## config.mk

```make
export PLATFORM = sky130hd
export DESIGN_NAME = sgs_scan
export DESIGN_NICKNAME = d
export VERILOG_FILES = /design/src/rtl/sgs_pkg.sv /design/src/rtl/sgs_scan.sv
export SDC_FILE = /design/constraint.sdc
export NUM_CORES = 1
export LEC_CHECK = 0
export ABC_AREA = 0
export ABC_CLOCK_PERIOD_IN_PS = 7250
export BUFFER_PORTS_ARGS = -buffer_cell sky130_fd_sc_hd__buf_2
export CAP_MARGIN = 30
export CORE_MARGIN = 4
export CORE_UTILIZATION = 40
export DETAILED_ROUTE_END_ITERATION = 10
export PLACE_DENSITY_LB_ADDON = 0.08
export SLEW_MARGIN = 20
export SYNTH_ARGS = -nofsm -noshare
export SYNTH_HDL_FRONTEND = slang
export SYNTH_SLANG_ARGS = --single-unit
```

## constraint.sdc

```tcl
create_clock -name clk -period 7.25 [get_ports clk]
set_clock_uncertainty 0.05 [all_clocks]
set_input_delay 1.0875 -clock clk [delete_from_list [all_inputs] [get_ports clk]]
set_output_delay 1.0875 -clock clk [all_outputs]
set_load 0.1 [all_outputs]
```

## src/rtl/sgs_pkg.sv

```systemverilog
package sgs_pkg;

  // Field and counter widths.
  localparam int PIX_W     = 8;
  localparam int GRAD_W    = 8;
  localparam int PROD_W    = 16;
  localparam int COL_W     = 10;
  localparam int ROW_W     = 12;
  localparam int WIDTH_W   = 11;
  localparam int HEIGHT_W  = 12;
  localparam int CFG_IDX_W = 2;
  localparam int CFG_DAT_W = 12;

  // Line store geometry.
  localparam int MAX_WIDTH = 1024;
  localparam int ADDR_W    = $clog2(MAX_WIDTH);

  // Frame dimension limits and reset values.
  localparam logic [WIDTH_W-1:0]  MIN_WIDTH      = WIDTH_W'(3);
  localparam logic [WIDTH_W-1:0]  MAX_WIDTH_VAL  = WIDTH_W'(MAX_WIDTH);
  localparam logic [HEIGHT_W-1:0] MIN_HEIGHT     = HEIGHT_W'(3);
  localparam logic [WIDTH_W-1:0]  RESET_WIDTH    = WIDTH_W'(640);
  localparam logic [HEIGHT_W-1:0] RESET_HEIGHT   = HEIGHT_W'(480);

  // Configuration register indexes.
  typedef enum logic [CFG_IDX_W-1:0] {
    CFG_IMAGE_WIDTH  = 2'd0,
    CFG_IMAGE_HEIGHT = 2'd1
  } cfg_index_t;

  // Position information that travels with each pixel.
  typedef struct packed {
    logic               produce;
    logic               last;
    logic [ROW_W-1:0]   row;
    logic [COL_W-1:0]   col;
  } scan_meta_t;

endpackage

```

## src/rtl/sgs_scan.sv

```systemverilog
module sgs_scan
  import sgs_pkg::*;
(
  input  logic                 clk,
  input  logic                 rst_n,
  input  logic                 cfg_we,
  input  logic [CFG_IDX_W-1:0] cfg_index,
  input  logic [CFG_DAT_W-1:0] cfg_wdata,
  input  logic                 in_acc,
  output logic [COL_W-1:0]     col,
  output scan_meta_t           meta
);

  logic [WIDTH_W-1:0]  width_r;
  logic [HEIGHT_W-1:0] height_r;
  logic [COL_W-1:0]    col_r;
  logic [ROW_W-1:0]    row_r;
  logic [WIDTH_W-1:0]  width_wr;
  logic [HEIGHT_W-1:0] height_wr;
  logic [WIDTH_W-1:0]  col_inc;
  logic [ROW_W:0]      row_inc;
  logic                col_last;
  logic                row_last;
  logic                cfg_hit;

  // Dimensions are stored already limited to the supported range.
  always_comb begin
    width_wr  = cfg_wdata[WIDTH_W-1:0];
    height_wr = cfg_wdata[HEIGHT_W-1:0];
    if (width_wr < MIN_WIDTH) begin
      width_wr = MIN_WIDTH;
    end else if (width_wr > MAX_WIDTH_VAL) begin
      width_wr = MAX_WIDTH_VAL;
    end
    if (height_wr < MIN_HEIGHT) begin
      height_wr = MIN_HEIGHT;
    end
    cfg_hit = cfg_we && ((cfg_index == CFG_IMAGE_WIDTH) || (cfg_index == CFG_IMAGE_HEIGHT));
  end

  always_ff @(posedge clk) begin
    if (!rst_n) begin
      width_r  <= RESET_WIDTH;
      height_r <= RESET_HEIGHT;
    end else if (cfg_we) begin
      if (cfg_index == CFG_IMAGE_WIDTH) begin
        width_r <= width_wr;
      end
      if (cfg_index == CFG_IMAGE_HEIGHT) begin
        height_r <= height_wr;
      end
    end
  end

  // End of row and end of frame detection.
  assign col_inc  = {1'b0, col_r} + WIDTH_W'(1);
  assign row_inc  = {1'b0, row_r} + (ROW_W + 1)'(1);
  assign col_last = (col_inc == width_r);
  assign row_last = (row_inc == {1'b0, height_r});

  // Raster position; a dimension write restarts the frame.
  always_ff @(posedge clk) begin
    if (!rst_n) begin
      col_r <= '0;
      row_r <= '0;
    end else if (cfg_hit) begin
      col_r <= '0;
      row_r <= '0;
    end else if (in_acc) begin
      if (col_last) begin
        col_r <= '0;
        row_r <= row_last ? '0 : row_inc[ROW_W-1:0];
      end else begin
        col_r <= col_inc[COL_W-1:0];
      end
    end
  end

  // A full window around an interior pixel exists from the third row and column on.
  assign col          = col_r;
  assign meta.produce = (row_r >= ROW_W'(2)) && (col_r >= COL_W'(2));
  assign meta.last    = row_last && col_last;
  assign meta.row     = row_r;
  assign meta.col     = col_r;

  a_col_in_row: assert property (@(posedge clk) disable iff (!rst_n)
    {1'b0, col_r} < width_r)
    else $error("column counter beyond image width");

  a_row_in_frame: assert property (@(posedge clk) disable iff (!rst_n)
    row_r < height_r)
    else $error("row counter beyond image height");

  a_row_wrap: assert property (@(posedge clk) disable iff (!rst_n)
    in_acc && col_last |=> col_r == '0)
    else $error("column counter did not wrap at end of row");

endmodule

```

---- Word-level counts from Yosys, hierarchy flattened ----
Cells that the tools add are included.
storage, ports and cells
  word-level logic and storage cells ...... 29
  output and inout port bits .............. 34
  register bits after elaboration ......... 45
  input port bits ......................... 18
cells by class
  equal/unequal tests ..................... 3
  bitwise logic cells ..................... 1
  $lt $le $gt $ge ......................... 5
  reduce and logical (&&, ||, !) cells .... 9
  multiplexer cells ....................... 5
  $add $sub $neg .......................... 2
operators with widths
  kind                                                                                   count
  12-bit 2-to-1 mux                                                                      2
  11-bit 2-to-1 mux                                                                      2
  12-bit by 1-bit adder with 13-bit output (second input constant)                       1
  13-bit by 12-bit equality test with 1-bit output                                       1
  12-bit by 2-bit greater-or-equal comparator with 1-bit output (second input constant)  1
  12-bit by 2-bit less-than comparator with 1-bit output (second input constant)         1
  10-bit by 1-bit adder with 11-bit output (second input constant)                       1
  11-bit equality test                                                                   1
  11-bit > comparator (second input constant)                                            1
  11-bit by 2-bit less-than comparator with 1-bit output (second input constant)         1
  10-bit by 2-bit greater-or-equal comparator with 1-bit output (second input constant)  1
  10-bit 2-to-1 mux                                                                      1
  2-bit AND reduction                                                                    3
  1-bit logical AND                                                                      3
  2-bit by 1-bit equality test with 1-bit output (second input constant)                 1
  2-bit zero test                                                                        1
  2-bit OR reduction                                                                     1
  1-bit logical OR                                                                       1
  1-bit inverter                                                                         1

---- Logic depth before layout (Yosys ltp) ----
  word-level depth ........................ 4
  gate-level depth with buffers ........... 10
  mapped depth without buffers ............ 8

---- Least setup slack after synthesis ----
OpenSTA, ideal clock, no wires.
  path type ............................... register to output
  from .................................... register col_r[1], in the netlist col[1]
  to ...................................... output meta[22] in the netlist's numbering
  cell stages (with the launch flop) ...... 8
  path buffers ............................ 0
  data required time ...................... 6.113 ns
  arrival time ............................ 5.679 ns
  slack ................................... 0.433 ns
  cells stage by stage .................... dfxtp_1 -> ha_1 -> nand3_2 -> or3_4 -> a2111oi_4 -> and3_2 -> nand3_2 -> nor4_1
RTL lines
  item                    line            RTL
  from (decl)             sgs_scan.sv:16  logic [COL_W-1:0] col_r;
  from (signal assigned)  sgs_scan.sv:74  col_r <= col_inc[COL_W-1:0];
  to (decl)               sgs_scan.sv:11  output scan_meta_t meta

==> results.md <==
- The synthesized netlist devotes 30.2% of its cell area to simple gates.
- The layout has 724 filler cells.
- The number of antenna violations at the first check in global routing is 0.
- In this run the tightest slew margin relative to its limit is 41.0%.
- The slowest stage of the critical path is the sky130_fd_sc_hd__dfxtp_1 cell.
- The final cell count without fillers is 491.
- The cell that appears most often on the critical path is sky130_fd_sc_hd__nand3_2.
- The count of cells along the worst hold path is 2.
- The nature of the critical path startpoint is a flip-flop.
- The number of global-route vias before repair came to 2374.
- The share of Yosys cell area claimed by the top area cell type is 30.7%.
- The net count after synthesis is 389.
- Counting flops with an async set or reset pin after synthesis yields a share of 0%.
- For this block, the initial DRC count from the detailed router was 261.
- The synthesized design contains 0 enable-type register cells.
- The time the final worst path needs with I/O delays and setup is 4.47 ns.
- The H-tree was split into 2 levels.
- The maximum operating frequency is 0.224 GHz.
- The worst endpoint data arrival time is 3.33 ns.
- The overall die area is 8760 µm².
- The top cell family by delay on the critical path is simple AND/OR/NAND/NOR gates.
- The path class of the tightest hold or removal check is reg -> reg.
- At the pin with the least slew margin, the transition time is 0.880 ns.
- Clock-pin slew was measured on the worst setup and hold paths at 0.09 ns.
- Setup repair after global routing left no endpoint under its margin.
- Dividing the detail-routed via count by the number of cells gives 5.70.
- The remaining antenna violation count is 0.
- The maximum root-to-sink buffer count is 2.
- The global-route congestion overflow total is 0.
- The first global-routing pass estimated 12600 µm of wire.
- The clock reaches the later pin of the worst-skew pair after 0.30 ns.
- The largest total area in the synthesized netlist belongs to sky130_fd_sc_hd__dfxtp_1.
- The master cell of the clock root buffer is sky130_fd_sc_hd__clkbuf_8.
- The post-detailed-route wirelength per cell is 16.3 µm.
- The power per unit of standard cell area is 147 nW/µm².
- The startpoint identified for the worst register-to-register timing path is row_r[1].
- The largest fanout of any net on the critical path is 9.
- The run finished with clean final reports.
- The dominant combinational cell family by area after synthesis is simple AND/OR/NAND/NOR gates.
- The number of antenna diodes in the final layout is 0.
- Max-cap violations in this run came to 0.
- The core region is 6940 µm².
- Input and output buffers added on the ports amount to 51.
- Of the post-synthesis cell area, the part taken by muxes is 0.683%.
- For the worst flop-to-flop path, the logic depth is 8.
- IR analysis of the VDD net gives a maximum drop of 0.0972 mV.
- The sequential cells in the finished layout cover a total of 901 µm².
- Summed over all failing endpoints, the final setup total negative slack is 0 ns.
- The synthesized netlist contains 62 unique library cells.
- After synthesis the cells add up to 2930 µm².
- The overall die width is 93.6 µm.
- During synthesis, Yosys emitted a total of 0 warnings.
- For this run, design rule violations remaining after detail routing come to 0.
- The commonest cells after synthesis are sky130_fd_sc_hd__nand2_1, sky130_fd_sc_hd__dfxtp_1, sky130_fd_sc_hd__nor2_1.
- The total global-route track usage is 18.2%.
- The final route contains 2798 vias.
- The proportion of synthesized chip area in sequential cells is 30.7%.
- Dividing the synthesized area by the synthesized cell count gives 7.99 µm².
- The final RePlAce weighted congestion is 0.879.
- The pre-antenna-repair detailed-routing pass consisted of 5 iterations.
- The y dimension of the die is 93.6 µm.
- Buffers inserted to repair hold after CTS numbered 0.
- The number of clock sinks is 45.
- The path with the worst hold slack has its endpoint at width_r[9].
- The number of hold-slack violations in the final timing report came to 0.
- The synthesized-area fraction occupied by ao, oa, aoi and oai cells is 23.6%.
- Summing all multi-input logic gate instances after layout gives 1800 µm².
- Entering global routing, the biggest net connects 26 pins.
- Counting the buffers created by CTS gives 5.
- The number of core rows is 30.
- Yosys attributes the largest share of cell area to sky130_fd_sc_hd__dfxtp_1, sky130_fd_sc_hd__nand2_1, sky130_fd_sc_hd__buf_4.
- The leakage component of the power is 1.23 nW.
- For flop-to-flop paths, the worst setup slack is 3.85 ns.
- The post-cts gate resize count is 0.
- The synthesized instance count is 367.
- The starting density of the core is 42.2%.
- The routed design has 8010 µm of wire.
- Of the total synthesized cell area, the portion taken by full adders, half adders and majority gates is 1.71%.
- Among all flip-flop cells after synthesis, the most frequent one is sky130_fd_sc_hd__dfxtp_1.
- The source of the worst hold timing path is width_r[9].
- The area growth from synthesis to layout is 9.48%.
- In the finished design, the share of the clock period the worst path needs comes to 61.7%.
- The number of instances in the placed design is 483.
- The capture point of the worst reg-to-reg path is row_r[5].
- The number of post-CTS setup repair buffers is 0.
- STA classifies the critical path endpoint as an output pin.
- The share of post-route cells with drive strength above 1 is 18.7%.
- The xor and xnor fraction of the mapped netlist area is 5.38%.
- The number of endpoints failing setup at the final stage is 0.
- The cell with the most instances after synthesis is sky130_fd_sc_hd__nand2_1.
- Walking the worst path, the cells encountered are ha_1 -> nand3_2 -> or3_4 -> a2111oi_4 -> and3_2 -> nand3_2 -> nor4_1 -> buf_2.
- The count of pins over their slew limit is 0.
- The setup path with the least slack is of type reg -> out.
- The CTS tree is yes.
- The HPWL after detailed placement is 5880 µm.
- The number of register bits inferred by synthesis is 45.
- For the worst setup path, the data required time is 6.11 ns.
- The longest individual stage delay on the worst path is 0.50 ns.
- The number of ports placed on the die boundary is 52.
- The number of buffers and inverters on the critical path is 1.
- The number of nets at the end of the flow is 417.
[per-stage QoR]
step	total power, mW	util, %	hold slack (ns)	setup slack (ns)	area, µm²
floorplan	0.304	-	0.405	0.433	2930
global placement	0.320	44.9	0.424	3.15	3120
CTS	0.478	46.1	0.442	2.78	3200
detailed placement	0.321	44.9	0.429	3.14	3120
finish	0.473	46.2	0.444	2.78	3210
global route	0.496	46.2	0.469	2.50	3210
[worst max path at each step]
stage	from	endpoint	slack, ns	depth (start not counted)
6_report	col[1]	meta[22]	2.78	8
5_1_grt	col[0]	meta[22]	2.50	8
4_1_cts	col[0]	meta[22]	2.78	8
3_5_place_dp	col[0]	meta[22]	3.14	8
3_3_place_gp	col[0]	meta[22]	3.15	8
2_1_floorplan	col[1]	meta[22]	0.43	7
[registers in the layout, summed over array words and instances, names as in the netlist]
| register | cells |
|---|---|
| col | 10 |
| height_r | 12 |
| row_r | 12 |
| width_r | 11 |
[placed cells by master, fill, tap and decap left out, types with 6 or more instances in the layout]
cell type and n:
sky130_fd_sc_hd__a22o_1 9, sky130_fd_sc_hd__a22oi_1 6, sky130_fd_sc_hd__xor2_1 8, sky130_fd_sc_hd__nand2_1 46
sky130_fd_sc_hd__buf_2 51, sky130_fd_sc_hd__dfxtp_1 45, sky130_fd_sc_hd__nand4_1 6, sky130_fd_sc_hd__nor2_1 21
sky130_fd_sc_hd__xnor2_1 10, sky130_fd_sc_hd__nor2b_1 16, sky130_fd_sc_hd__nand3_1 15, sky130_fd_sc_hd__o21ai_0 19
sky130_fd_sc_hd__nor3_1 11, sky130_fd_sc_hd__and3_1 8, sky130_fd_sc_hd__a21boi_0 6, sky130_fd_sc_hd__nor4_1 15
sky130_fd_sc_hd__inv_1 10, sky130_fd_sc_hd__a21oi_1 6
[worst register-to-register path: cells and delay by family, from the launching register on]
kind                     cells  cell delay (ns)
AO/OA/AOI/OAI                4             1.01
adder cells (fa/ha/maj)      1             0.31
flip-flops                   1             0.48
AND/OR/NAND/NOR              3             1.51
[power breakdown]
group / switching (mW) / leakage [nW] / internal, mW / total (mW)
clock: 0.0909 / 0.0402 / 0.0666 / 0.158
combinational: 0.0375 / 0.826 / 0.0196 / 0.0572
sequential: 0.00584 / 0.365 / 0.252 / 0.258
[layer usage]
metal  GRT usage, %  share of wire [%]  vias to the layer above
li1               -                  -                     1390
met1           28.5                 50                     1297
met2           25.4                 42                      100
met3           2.74                6.2                       11
met4           4.81                1.2                        0
met5              0                  0                        -
[logic make-up after synthesis]
group                    Yosys count
AND/OR/NAND/NOR                  167
AO/OA/AOI/OAI                     90
flip-flops                        45
buffers and inverters             41
XOR/XNOR                          18
adder cells (fa/ha/maj)            4
multiplexers                       2
[final cells by class]
cell class	instances	share of cell area, %
flip-flops and latches	45	28.1
clock inverters	2	0.507
clock buffers	5	2.14
well taps	96	3.74
repair buffers	52	8.19
inverters	10	1.17
multi-input cells	281	56.2
(Power assumes the default switching activity.)
