### config.mk
export PLATFORM = sky130hd
export DESIGN_NAME = sgs_window_flat
export DESIGN_NICKNAME = d
export VERILOG_FILES = /design/src/rtl/sgs_pkg.sv /design/src/rtl/sgs_result_if.sv /design/src/rtl/sgs_window.sv /design/src/flat_wrapper.sv
export SDC_FILE = /design/constraint.sdc
export NUM_CORES = 1
export LEC_CHECK = 0
export ABC_CLOCK_PERIOD_IN_PS = 15800
export BUFFER_PORTS_ARGS = -buffer_cell sky130_fd_sc_hd__buf_4
export CORE_MARGIN = 3
export CORE_UTILIZATION = 30
export CTS_CLUSTER_SIZE = 28
export DETAILED_ROUTE_END_ITERATION = 6
export GPL_ROUTABILITY_DRIVEN = 1
export GPL_TIMING_DRIVEN = 0
export SKIP_LAST_GASP = 1
export SLEW_MARGIN = 10
export SYNTH_ARGS = -nofsm -noshare
export SYNTH_HDL_FRONTEND = slang
export SYNTH_SLANG_ARGS = --single-unit
export TNS_END_PERCENT = 20
### constraint.sdc
create_clock -name clk -period 15.8 [get_ports clk]
set_input_delay 1.58 -clock clk [delete_from_list [all_inputs] [get_ports clk]]
set_output_delay 1.58 -clock clk [all_outputs]
set_load 0.01 [all_outputs]
### src/rtl/sgs_pkg.sv
package sgs_pkg;

  // Field and counter widths.
  localparam int PIX_W     = 8;
  localparam int GRAD_W    = 8;
  localparam int PROD_W    = 16;
  localparam int COL_W     = 10;
  localparam int ROW_W     = 12;
  localparam int WIDTH_W   = 11;
  localparam int HEIGHT_W  = 12;
  localparam int CFG_IDX_W = 2;
  localparam int CFG_DAT_W = 12;

  // Line store geometry.
  localparam int MAX_WIDTH = 1024;
  localparam int ADDR_W    = $clog2(MAX_WIDTH);

  // Frame dimension limits and reset values.
  localparam logic [WIDTH_W-1:0]  MIN_WIDTH      = WIDTH_W'(3);
  localparam logic [WIDTH_W-1:0]  MAX_WIDTH_VAL  = WIDTH_W'(MAX_WIDTH);
  localparam logic [HEIGHT_W-1:0] MIN_HEIGHT     = HEIGHT_W'(3);
  localparam logic [WIDTH_W-1:0]  RESET_WIDTH    = WIDTH_W'(640);
  localparam logic [HEIGHT_W-1:0] RESET_HEIGHT   = HEIGHT_W'(480);

  // Configuration register indexes.
  typedef enum logic [CFG_IDX_W-1:0] {
    CFG_IMAGE_WIDTH  = 2'd0,
    CFG_IMAGE_HEIGHT = 2'd1
  } cfg_index_t;

  // Position information that travels with each pixel.
  typedef struct packed {
    logic               produce;
    logic               last;
    logic [ROW_W-1:0]   row;
    logic [COL_W-1:0]   col;
  } scan_meta_t;

endpackage

### src/rtl/sgs_result_if.sv
interface sgs_result_if
  import sgs_pkg::*;
();
  logic              valid;
  logic              ready;
  logic [GRAD_W-1:0] grad_x;
  logic [GRAD_W-1:0] grad_y;
  logic [PROD_W-1:0] grad_product;
  logic [ROW_W-1:0]  center_row;
  logic [COL_W-1:0]  center_col;
  logic              frame_last;

  modport source (output valid, output grad_x, output grad_y, output grad_product,
                  output center_row, output center_col, output frame_last, input ready);
  modport sink   (input valid, input grad_x, input grad_y, input grad_product,
                  input center_row, input center_col, input frame_last, output ready);
endinterface

### src/rtl/sgs_window.sv
module sgs_window
  import sgs_pkg::*;
(
  input  logic              clk,
  input  logic              rst_n,
  input  logic              in_acc,
  output logic              in_rdy,
  input  logic [PIX_W-1:0]  pixel,
  input  scan_meta_t        meta,
  input  logic [PIX_W-1:0]  top_rd,
  input  logic [PIX_W-1:0]  mid_rd,
  output logic              ls_we,
  output logic [ADDR_W-1:0] ls_waddr,
  output logic [PIX_W-1:0]  upper_wdata,
  output logic [PIX_W-1:0]  middle_wdata,
  sgs_result_if.source      res
);

  logic              s1_valid_r;
  logic [PIX_W-1:0]  pix_r;
  scan_meta_t        meta_r;
  logic              s1_adv;
  logic              s1_fire;

  // Two older window columns: a is the oldest, b the one after it.
  logic [PIX_W-1:0]  at_r, am_r, ab_r;
  logic [PIX_W-1:0]  bt_r, bm_r, bb_r;

  logic [PIX_W+1:0]  sum_l, sum_rc, sum_t, sum_b;
  logic signed [PIX_W+2:0] gx, gy;
  logic [GRAD_W-1:0] cx, cy;

  logic              out_valid_r;
  logic [GRAD_W-1:0] gx_r, gy_r;
  logic [PROD_W-1:0] prod_r;
  logic [ROW_W-1:0]  crow_r;
  logic [COL_W-1:0]  ccol_r;
  logic              last_r;

  function automatic logic [GRAD_W-1:0] clamp_u8(input logic signed [PIX_W+2:0] v);
    logic [GRAD_W-1:0] c;
    if (v < 0) begin
      c = '0;
    end else if (v > (PIX_W+3)'(255)) begin
      c = '1;
    end else begin
      c = v[GRAD_W-1:0];
    end
    return c;
  endfunction

  // The stage moves on unless it holds a result that the full output register cannot take.
  assign s1_adv  = !s1_valid_r || !meta_r.produce || !out_valid_r || res.ready;
  assign s1_fire = s1_valid_r && s1_adv;
  assign in_rdy  = s1_adv;

  always_ff @(posedge clk) begin
    if (!rst_n) begin
      s1_valid_r <= 1'b0;
    end else if (s1_adv) begin
      s1_valid_r <= in_acc;
    end
  end

  always_ff @(posedge clk) begin
    if (in_acc) begin
      pix_r  <= pixel;
      meta_r <= meta;
    end
  end

  // Line stores shift down one row at this column.
  assign ls_we        = s1_fire;
  assign ls_waddr     = meta_r.col;
  assign upper_wdata  = mid_rd;
  assign middle_wdata = pix_r;

  // Window shift: the newest column comes straight from the stores and the pixel.
  always_ff @(posedge clk) begin
    if (!rst_n) begin
      at_r <= '0; am_r <= '0; ab_r <= '0;
      bt_r <= '0; bm_r <= '0; bb_r <= '0;
    end else if (s1_fire) begin
      at_r <= bt_r; am_r <= bm_r; ab_r <= bb_r;
      bt_r <= top_rd; bm_r <= mid_rd; bb_r <= pix_r;
    end
  end

  // Sobel sums over the window after the shift, then clamping.
  always_comb begin
    // Left column is the oldest one (a); b is the middle column for the row sums.
    sum_l  = {2'b00, at_r} + {1'b0, am_r, 1'b0} + {2'b00, ab_r};
    sum_rc = {2'b00, top_rd} + {1'b0, mid_rd, 1'b0} + {2'b00, pix_r};
    sum_t  = {2'b00, at_r} + {1'b0, bt_r, 1'b0} + {2'b00, top_rd};
    sum_b  = {2'b00, ab_r} + {1'b0, bb_r, 1'b0} + {2'b00, pix_r};
    gx = $signed({1'b0, sum_rc}) - $signed({1'b0, sum_l});
    gy = $signed({1'b0, sum_t}) - $signed({1'b0, sum_b});
    cx = clamp_u8(gx);
    cy = clamp_u8(gy);
  end

  // Output register.
  always_ff @(posedge clk) begin
    if (!rst_n) begin
      out_valid_r <= 1'b0;
    end else if (s1_fire && meta_r.produce) begin
      out_valid_r <= 1'b1;
    end else if (res.ready) begin
      out_valid_r <= 1'b0;
    end
  end

  always_ff @(posedge clk) begin
    if (s1_fire && meta_r.produce) begin
      gx_r   <= cx;
      gy_r   <= cy;
      prod_r <= PROD_W'(cx) * PROD_W'(cy);
      crow_r <= meta_r.row - ROW_W'(1);
      ccol_r <= meta_r.col - COL_W'(1);
      last_r <= meta_r.last;
    end
  end

  assign res.valid        = out_valid_r;
  assign res.grad_x       = gx_r;
  assign res.grad_y       = gy_r;
  assign res.grad_product = prod_r;
  assign res.center_row   = crow_r;
  assign res.center_col   = ccol_r;
  assign res.frame_last   = last_r;

  a_hold_blocks_input: assert property (@(posedge clk) disable iff (!rst_n)
    s1_valid_r && !s1_adv |-> !in_rdy)
    else $error("word accepted while the window stage is held");

  a_result_interior: assert property (@(posedge clk) disable iff (!rst_n)
    s1_fire && meta_r.produce |=> res.center_row != '0 && res.center_col != '0)
    else $error("result emitted for a border pixel");

  a_last_only_interior: assert property (@(posedge clk) disable iff (!rst_n)
    s1_valid_r && meta_r.last |-> meta_r.produce)
    else $error("frame end flagged on a pixel without a result");

endmodule

### src/flat_wrapper.sv
// flat-port wrapper written by rule: the top's interface ports become plain ports
module sgs_window_flat import sgs_pkg::*;
  (clk, rst_n, in_acc, in_rdy, pixel, meta, top_rd, mid_rd, ls_we, ls_waddr, upper_wdata, middle_wdata, res_valid, res_grad_x, res_grad_y, res_grad_product, res_center_row, res_center_col, res_frame_last, res_ready);
  sgs_result_if res_i ();
  input  logic clk;
  input  logic rst_n;
  input  logic in_acc;
  output logic in_rdy;
  input  logic [PIX_W-1:0] pixel;
  input  scan_meta_t meta;
  input  logic [PIX_W-1:0] top_rd;
  input  logic [PIX_W-1:0] mid_rd;
  output logic ls_we;
  output logic [ADDR_W-1:0] ls_waddr;
  output logic [PIX_W-1:0] upper_wdata;
  output logic [PIX_W-1:0] middle_wdata;
  output wire logic [$bits(res_i.valid)-1:0] res_valid;
  output wire logic [$bits(res_i.grad_x)-1:0] res_grad_x;
  output wire logic [$bits(res_i.grad_y)-1:0] res_grad_y;
  output wire logic [$bits(res_i.grad_product)-1:0] res_grad_product;
  output wire logic [$bits(res_i.center_row)-1:0] res_center_row;
  output wire logic [$bits(res_i.center_col)-1:0] res_center_col;
  output wire logic [$bits(res_i.frame_last)-1:0] res_frame_last;
  input wire logic [$bits(res_i.ready)-1:0] res_ready;
  assign res_valid = res_i.valid;
  assign res_grad_x = res_i.grad_x;
  assign res_grad_y = res_i.grad_y;
  assign res_grad_product = res_i.grad_product;
  assign res_center_row = res_i.center_row;
  assign res_center_col = res_i.center_col;
  assign res_frame_last = res_i.frame_last;
  assign res_i.ready = res_ready;
  sgs_window u_core (.clk(clk), .rst_n(rst_n), .in_acc(in_acc), .in_rdy(in_rdy), .pixel(pixel), .meta(meta), .top_rd(top_rd), .mid_rd(mid_rd), .ls_we(ls_we), .ls_waddr(ls_waddr), .upper_wdata(upper_wdata), .middle_wdata(middle_wdata), .res(res_i));
endmodule
Yosys cells after proc, flatten, opt, wreduce, memory -nomap -nowiden:

Index checks and enable logic that the tools add are counted.
W data, S select, Z words.

* add/subtract/negate cells: 12
* multipliers: 1
* $lt $le $gt $ge: 4
* multiplexer cells: 6
* reduce and logical (&&, ||, !) cells: 9

Operators by type and width (number)
* $add A10 B8 Y10: 4
* $add A8 B9 Y10: 4
* $mux W8: 4
* $gt A11 B9 Y1 const B: 2
* $lt A11 B1 Y1 const B: 2
* $sub A10 B10 Y11: 2
* $mul A8 B8 Y16: 1
* $sub A12 B1 Y12 const B: 1
* $sub A10 B1 Y10 const B: 1
* $logic_not A1 Y1: 3
* $logic_or A1 B1 Y1: 3
* $logic_and A1 B1 Y1: 2
* $mux W1: 2
* $reduce_bool A2 Y1: 1

* bits in registers: 137
* bits of input ports: 52
* output and inout bits: 84
* logic and storage cells: 51

Longest topological paths before layout:

Gate-level depths: netlist of the first run.

* depth in word-level cells: 7
* gate-level depth with buffers: 30
* depth with buffers taken out: 29

Worst setup path before layout of the first run:

OpenSTA, ideal clock, no wires.

* path kind: input -> register
* from: input port top_rd[0]
* to: register u_core.prod_r[14] (netlist: u_core.res.grad_product[14]), data pin
* setup time: 0.259 ns
* arrival time: 8.715 ns
* required time: 15.541 ns
* setup slack: 6.826 ns
* stages on the path: 28
* buffers on the path: 1
* path through: inv_1 > fa_1 > inv_1 > fa_1 > fa_1 > ha_1 > fa_1 > a211oi_1 > o21ai_1 > a21oi_1 > o31a_1 > buf_1 > a21oi_2 > a211o_1 > fa_1 > fa_1 > inv_1 > fa_1 > inv_1 > fa_1 > inv_1 > ha_1 > nand3_1 > o2111ai_1 > nand4_1 > a21boi_0 > o211ai_1 > xnor2_1

* cells in the longest elaborated chain, start to end: 7
* elaborated cells between the ends (all ways): 14
* those cells by class: add/sub: 5; mul: 1; order compare: 4; mux: 4

RTL lines
* start: declaration: RTL line flat_wrapper.sv:11 `input logic [PIX_W-1:0] top_rd;`
* $add A8 B9 Y10: RTL line sgs_window.sv:93 `sum_rc = {2'b00, top_rd} + {1'b0, mid_rd, 1'b0} + {2'b00, pix_r};`
* $add A10 B8 Y10: RTL line sgs_window.sv:93
* $sub A10 B10 Y11: RTL line sgs_window.sv:96 `gx = $signed({1'b0, sum_rc}) - $signed({1'b0, sum_l});`
* $gt A11 B9 Y1: RTL line sgs_window.sv:44 `end else if (v > (PIX_W+3)'(255)) begin`
* $mux W8: RTL line sgs_window.sv:44
* $mux W8: RTL line sgs_window.sv:42 `if (v < 0) begin`
* $mul A8 B8 Y16 *: RTL line sgs_window.sv:117 `prod_r <= PROD_W'(cx) * PROD_W'(cy);`
* end signal: assignment: RTL line sgs_window.sv:117
* end: declaration: RTL line sgs_window.sv:35 `logic [PROD_W-1:0] prod_r;`

Mark *: on every way between the ends. The rest lies on a longest branch, timed or not.
A chain may end at the register's enable or synchronous reset.

Worst setup path after layout of the first run:

Same ends and word-level chain as after synthesis.

==> results of run 1 <==
==> layout by cell type (no fill, tap or decap), drive strengths merged, types with 21 or more instances in the layout <==
cell type,synthesis,layout
nand2,116,116
clkbuf,15,32
xnor2,21,21
a21oi,26,26
ha,62,62
a21boi,50,50
buf,25,160
dfxtp,50,50
inv,183,186
fa,98,98
edfxtp,87,87
a211oi,24,24
nor3,29,29
nor2,43,43
==> worst max-delay path by stage <==
| stage | from | end | slack [ns] |
|---|---|---|---|
| 2_1_floorplan | top_rd[0] | u_core.res.grad_product[14] | 6.83 |
| 3_3_place_gp | top_rd[0] | u_core.res.grad_product[14] | 6.02 |
| 3_5_place_dp | top_rd[0] | u_core.res.grad_product[14] | 5.98 |
| 4_1_cts | top_rd[0] | u_core.res.grad_product[14] | 6.41 |
| 5_1_grt | top_rd[0] | u_core.res.grad_product[14] | 5.96 |
| 6_report | top_rd[0] | u_core.res.grad_product[14] | 6.33 |
==> kinds of logic (layout without fill, tap and decap cells) <==
family          count (synthesis)  in the layout
compound gates                160            160
flops                         137            137
simple gates                  236            236
buf+inv                       223            390
fa+ha+maj                     160            160
xor+xnor                       36             36
==> worst max-delay path: cells and delay by family <==
kind                     cells  cell delay [ns]
adder cells (fa/ha/maj)     10             4.52
AO/OA/AOI/OAI                8             2.57
XOR/XNOR                     1             0.14
AND/OR/NAND/NOR              3             0.38
buffers and inverters        7             0.44
==> flip-flops by register name, indices dropped and copies added (netlist names), 10 cells and up <==
signal	count
u_core.ls_waddr	10
u_core.meta_r	14
u_core.res.center_col	10
u_core.res.center_row	12
u_core.res.grad_product	16
==> routing by layer <==
metal  part of all wire  global-route usage  wire [um]  vias to the layer above
met5                  0                   0          0                        -
met4             0.0074              0.0279        166                        0
met3              0.053              0.0283       1190                       12
met2               0.49               0.217      11000                      172
met1               0.45               0.177      10200                     3414
li1                   -                   -          -                     3416
==> through the flow <==
stage	cells	instance area, sq um	utilization	hold slack [ns]
final	1554	12000	0.375	0.423
after global routing	1554	12000	0.375	0.436
after floorplan	952	9840	-	0.400
after global placement	1521	11400	0.356	0.403
after CTS	1554	12000	0.375	0.422
after detailed placement	1522	11400	0.357	0.407
==> layout make-up <==
| class | instances | area, sq um | share of cell area |
|---|---|---|---|
| clock inverters | 15 | 151 | 0.0126 |
| clock buffers | 17 | 425 | 0.0355 |
| plain buffers | 40 | 224 | 0.0187 |
| flip-flops and latches | 137 | 3610 | 0.301 |
| well taps | 435 | 544 | 0.0454 |
| inverters | 183 | 687 | 0.0573 |
| multi-input cells | 592 | 5330 | 0.444 |
| repair buffers | 135 | 1030 | 0.0855 |
==> flow_summary.ini, run 1 <==
[yosys]
syn_area_sq_um = 9840
synth-edff-count = 87
yosysMostFrequentCell = inv_1
synth_top_family_by_area = adder cells
ys_seq_area_frac = 0.367
synth_warnings = 0
synth-simple-area-share = 0.107
synthTopCellsByCount = inv_1, nand2_1, fa_1, edfxtp_1, ha_1
syn_avg_cell_area_sq_um = 10.3
muxShareOfSynthArea = 0
yosys_most_used_dff = edfxtp_1
synth_adder_area_share = 0.278
synth_xor_area_frac = 0.0320
ys_seq_elements = 137
yosys.cell_types.count = 53
netlist_instances = 952
synth_compound_area_frac = 0.124
synth_area_leaders = edfxtp_1, fa_1, dfxtp_1
synth_top_area_frac = 0.265
ys_async_sr_fraction = 0
synth_top_area_cell = edfxtp_1
synth_fp_nets = 1164

[worst_hold_path]
worstHoldStart = u_core.meta_r[22]
hp-class = flip-flop to flip-flop
hold_end = u_core.res.frame_last
hold-path-cell-count = 0

[critical_path]
critPathMaxStageDelay_ns = 0.56
critPathKind = input pin to flip-flop
path_max_fanout = 9
rrSetupSlack_ns = 7.12
cp.required_ns = 15.98
rr_endpoint = u_core.res.grad_product[14]
worst_ep_arrival_time_ns = 9.64
crit_slowest_cell = fa_1
cp_common_cell = fa_1
end_kind = flip-flop
reg2reg_from = u_core.middle_wdata[3]
start_kind = input pin
r2r_cells = 28

[floorplan]
fp-row-count = 65
initial_core_util = 0.308
fp.dieH_um = 187
fp.dieW_um = 187
ioPinCount = 136
coreArea_sq_um = 32000
die_area_sq_um = 35000

[sta]
layout_setup_ws_ns = 6.33
rsz0062_at_grt = false
finalCritPeriodShare = 0.599
max_slew_margin = 0.359
fmax_mhz = 106
hold_violations = 0
finClkSkew_ns = 0.0108
report.final.slew_viol_count = 0
period_needed_ns = 9.47
tightest_slew_ns = 0.954
fin_tns_setup_ns = 0
setup_viol = 0

[detailed_routing]
ant_nets = 0
drt_pass1_iterations = 4
drtIter0Drc = 378
drt-total-wl_mm = 22.5
viasPerCell = 4.51
via_count = 7014
drcViolationCount = 0
post_drt_wl_per_cell_um = 14.5

[clock_tree]
cts_made_buffers = 17
cts_tree = yes
ctsHoldBuffers = 0
clock_latency_ns = 0.42
post_cts_buffers = 0
clock-sinks = 137
htree_levels = 4
root_buffer = clkbuf_16
clk_path_buf_depth = 2
cts_resized = 0
cts.clk_slew.worst_paths_ns = 0.06

[cells_and_area]
n_antenna_cell = 0
fin_nets = 1318
fillCellCount = 3206
drive_gt1_frac = 0.189
syn2layout_area_growth_pct = 21.9

[flow_run]
maxCapViolations = 0

[global_routing]
first_global_vias = 7089
grt_pass1_wl_mm = 36.6
track_usage = 0.131
overflow = 0
grt_antenna_before_repair = 0
grt_start_max_net_pins = 34

[place]
hpwlAfterDp_mm = 17.9
portBuffers = 134
dp_slack_ns = 5.98
globalplace.congestion = 0.825

[outcome]
status = finished clean
Power of run 1 is left out: the tool's default activity adds up to more than one toggle a clock period on the data nets, which glitch-free logic cannot reach.
==> run 2: changes to the inputs <==
--- a/config.mk
+++ b/config.mk
@@ -5,7 +5,8 @@
 export SDC_FILE = /design/constraint.sdc
 export NUM_CORES = 1
 export LEC_CHECK = 0
-export ABC_CLOCK_PERIOD_IN_PS = 15800
+export ABC_AREA = 1
+export ABC_CLOCK_PERIOD_IN_PS = 7600
 export BUFFER_PORTS_ARGS = -buffer_cell sky130_fd_sc_hd__buf_4
 export CORE_MARGIN = 3
 export CORE_UTILIZATION = 30
==> constraint.sdc (replaced) <==
create_clock -name clk -period 7.6 [get_ports clk]
set_input_delay 0.76 -clock clk [delete_from_list [all_inputs] [get_ports clk]]
set_output_delay 0.76 -clock clk [all_outputs]
set_load 0.01 [all_outputs]
==> run 2 against run 1 <==
Net effect: area after synthesis decreased by 2.2%; critical path depth increased by 1; setup slack got worse by 5.9 ns; largest cell class unchanged.
==> flow_summary.ini, run 2 <==
[critical_path]
reg2reg_from = u_core.middle_wdata[4]
crit_slowest_cell = fa_1
start_kind = flip-flop
worst_ep_arrival_time_ns = 7.38
critPathKind = flip-flop to flip-flop
critPathMaxStageDelay_ns = 0.57
cp.required_ns = 7.78
cp_common_cell = fa_1
end_kind = flip-flop
path_max_fanout = 8
critPathLaunch = u_core.middle_wdata[4]

[global_routing]
track_usage = 0.134
grt_antenna_before_repair = 0
first_global_vias = 7134
grt_pass1_wl_mm = 36.0
grt_start_max_net_pins = 34
overflow = 0

[place]
portBuffers = 134
globalplace.congestion = 0.823
dp_slack_ns = -0.340
dpl.cell_count = 1519
placed_area_sq_um = 11200
hpwlAfterDp_mm = 17.3

[yosys]
ys_async_sr_fraction = 0
yosys.cell_types.count = 33
ys_seq_elements = 137
netlist_instances = 988
syn_avg_cell_area_sq_um = 9.75
ys_seq_area_frac = 0.375
yosys_most_used_dff = edfxtp_1
yosysMostFrequentCell = inv_1
synth-edff-count = 87
synth_warnings = 0
synthTopCellsByCount = inv_1, nand2_1, fa_1, nor2_1, edfxtp_1
syn_area_sq_um = 9630
synth_top_area_cell = edfxtp_1
synth_top_area_frac = 0.271
synth_fp_nets = 1200
synth_area_leaders = edfxtp_1, fa_1, dfxtp_1

[clock_tree]
root_buffer = clkbuf_16
clock_latency_ns = 0.44
cts_made_buffers = 17
clk_path_buf_depth = 2
clock-sinks = 137
ctsHoldBuffers = 0
cts.clk_slew.worst_paths_ns = 0.07
htree_levels = 4
cts_tree = yes

[outcome]
status = finished clean

[sta]
setup_viol = 0
max_slew_margin = 0.492
layout_setup_ws_ns = 0.398
rsz0062_at_grt = false
report.final.slew_viol_count = 0
fmax_mhz = 139
tightest_slew_ns = 0.760
hold_violations = 0
hold_slack_ns = 0.426
period_needed_ns = 7.20
finalCritPeriodShare = 0.948
finClkSkew_ns = 0.0144

[worst_hold_path]
hp-class = flip-flop to flip-flop
worstHoldStart = u_core.meta_r[22]

[floorplan]
fp.dieW_um = 185
ioPinCount = 136
initial_core_util = 0.310
fp.dieH_um = 185
fp-row-count = 64
die_area_sq_um = 34300
coreArea_sq_um = 31100

[detailed_routing]
drt_pass1_iterations = 5
viasPerCell = 4.42
via_count = 6908
drcViolationCount = 0
ant_nets = 0
post_drt_wl_per_cell_um = 14.0
drtIter0Drc = 343
drt-total-wl_mm = 22.0

[flow_run]
maxCapViolations = 0

[cells_and_area]
final_common_cell = inv_1
fin_nets = 1367
drive_gt1_frac = 0.232
largest_reg_flops = 16
n_antenna_cell = 0
syn2layout_area_growth_pct = 25.1
finish.cell_count_without_fillers = 1564
fillCellCount = 3123
design_area_sq_um = 12000
final_cell_mix = inv_1, buf_4, nand2_1, fa_1, nor2_1
run 2: changes by cell type after synthesis, moves of 22 or more:
cell	delta
nor2_1	+51
a211oi_1	-22
inv_1	+42
a21boi_0	-49
o21ai_0	+48
nor3_1	-22
a21oi_1	+37
run 2: timing repair:
action                                  in CTS  in global routing
hold endpoints to repair                     0                  0
gates resized for setup                      0                 46
endpoints found under the setup margin       0                  9
buffers inserted                             0                 13
run 2: through the flow:
stage,utilization,TNS (ns)
finish,0.388,0
global route,0.388,0
CTS,0.379,0
detailed placement,0.359,-1.27
global placement,0.358,-1.02
floorplan,-,0
run 2: critical path, delay by kind of cell, from the launching register on:
family	cells	cell delay, ns
AOI/OAI and AO/OA	4	0.57
xor gates and xnor gates	1	0.15
adders and majority gates	9	4.44
buffers and inverters	6	0.48
DFF	1	0.42
and+or+nand+nor	10	0.91
run 2: worst paths after layout:
kind | end | slack, ns | cells after the start
setup / recovery | u_core.res.grad_product[13] | 0.40 | 30
hold reg to reg | u_core.res.frame_last | 0.43 | 0
setup reg to reg | u_core.res.grad_product[13] | 0.40 | 30
hold / removal | u_core.res.frame_last | 0.43 | 0
run 2: kinds of logic (layout without fill, tap and decap cells):
logic type      after synthesis  after routing  share of synthesized area
compound gates              120            120                     0.0678
xor+xnor                     34             34                     0.0309
fa+ha+maj                   160            160                      0.284
buf+inv                     264            444                      0.113
flops                       137            137                      0.375
simple gates                273            273                      0.129
run 2: final cells by class:
type	instances	area, sq um	area share
Inverter	230	868	0.0721
Multi-Input combinational cell	587	5120	0.425
Tap cell	396	495	0.0411
Clock buffer	17	425	0.0353
Clock inverter	15	176	0.0146
Timing Repair Buffer	148	1120	0.0933
Buffer	34	221	0.0184
Sequential cell	137	3610	0.300
run 2: metal layers:
metal,up-vias,share of wire,track usage
li1,3400,-,-
met1,3319,0.46,0.179
met2,171,0.48,0.226
met3,18,0.052,0.0271
met4,0,0.011,0.0339
met5,-,0,0
Power of run 2 is left out for the same reason.
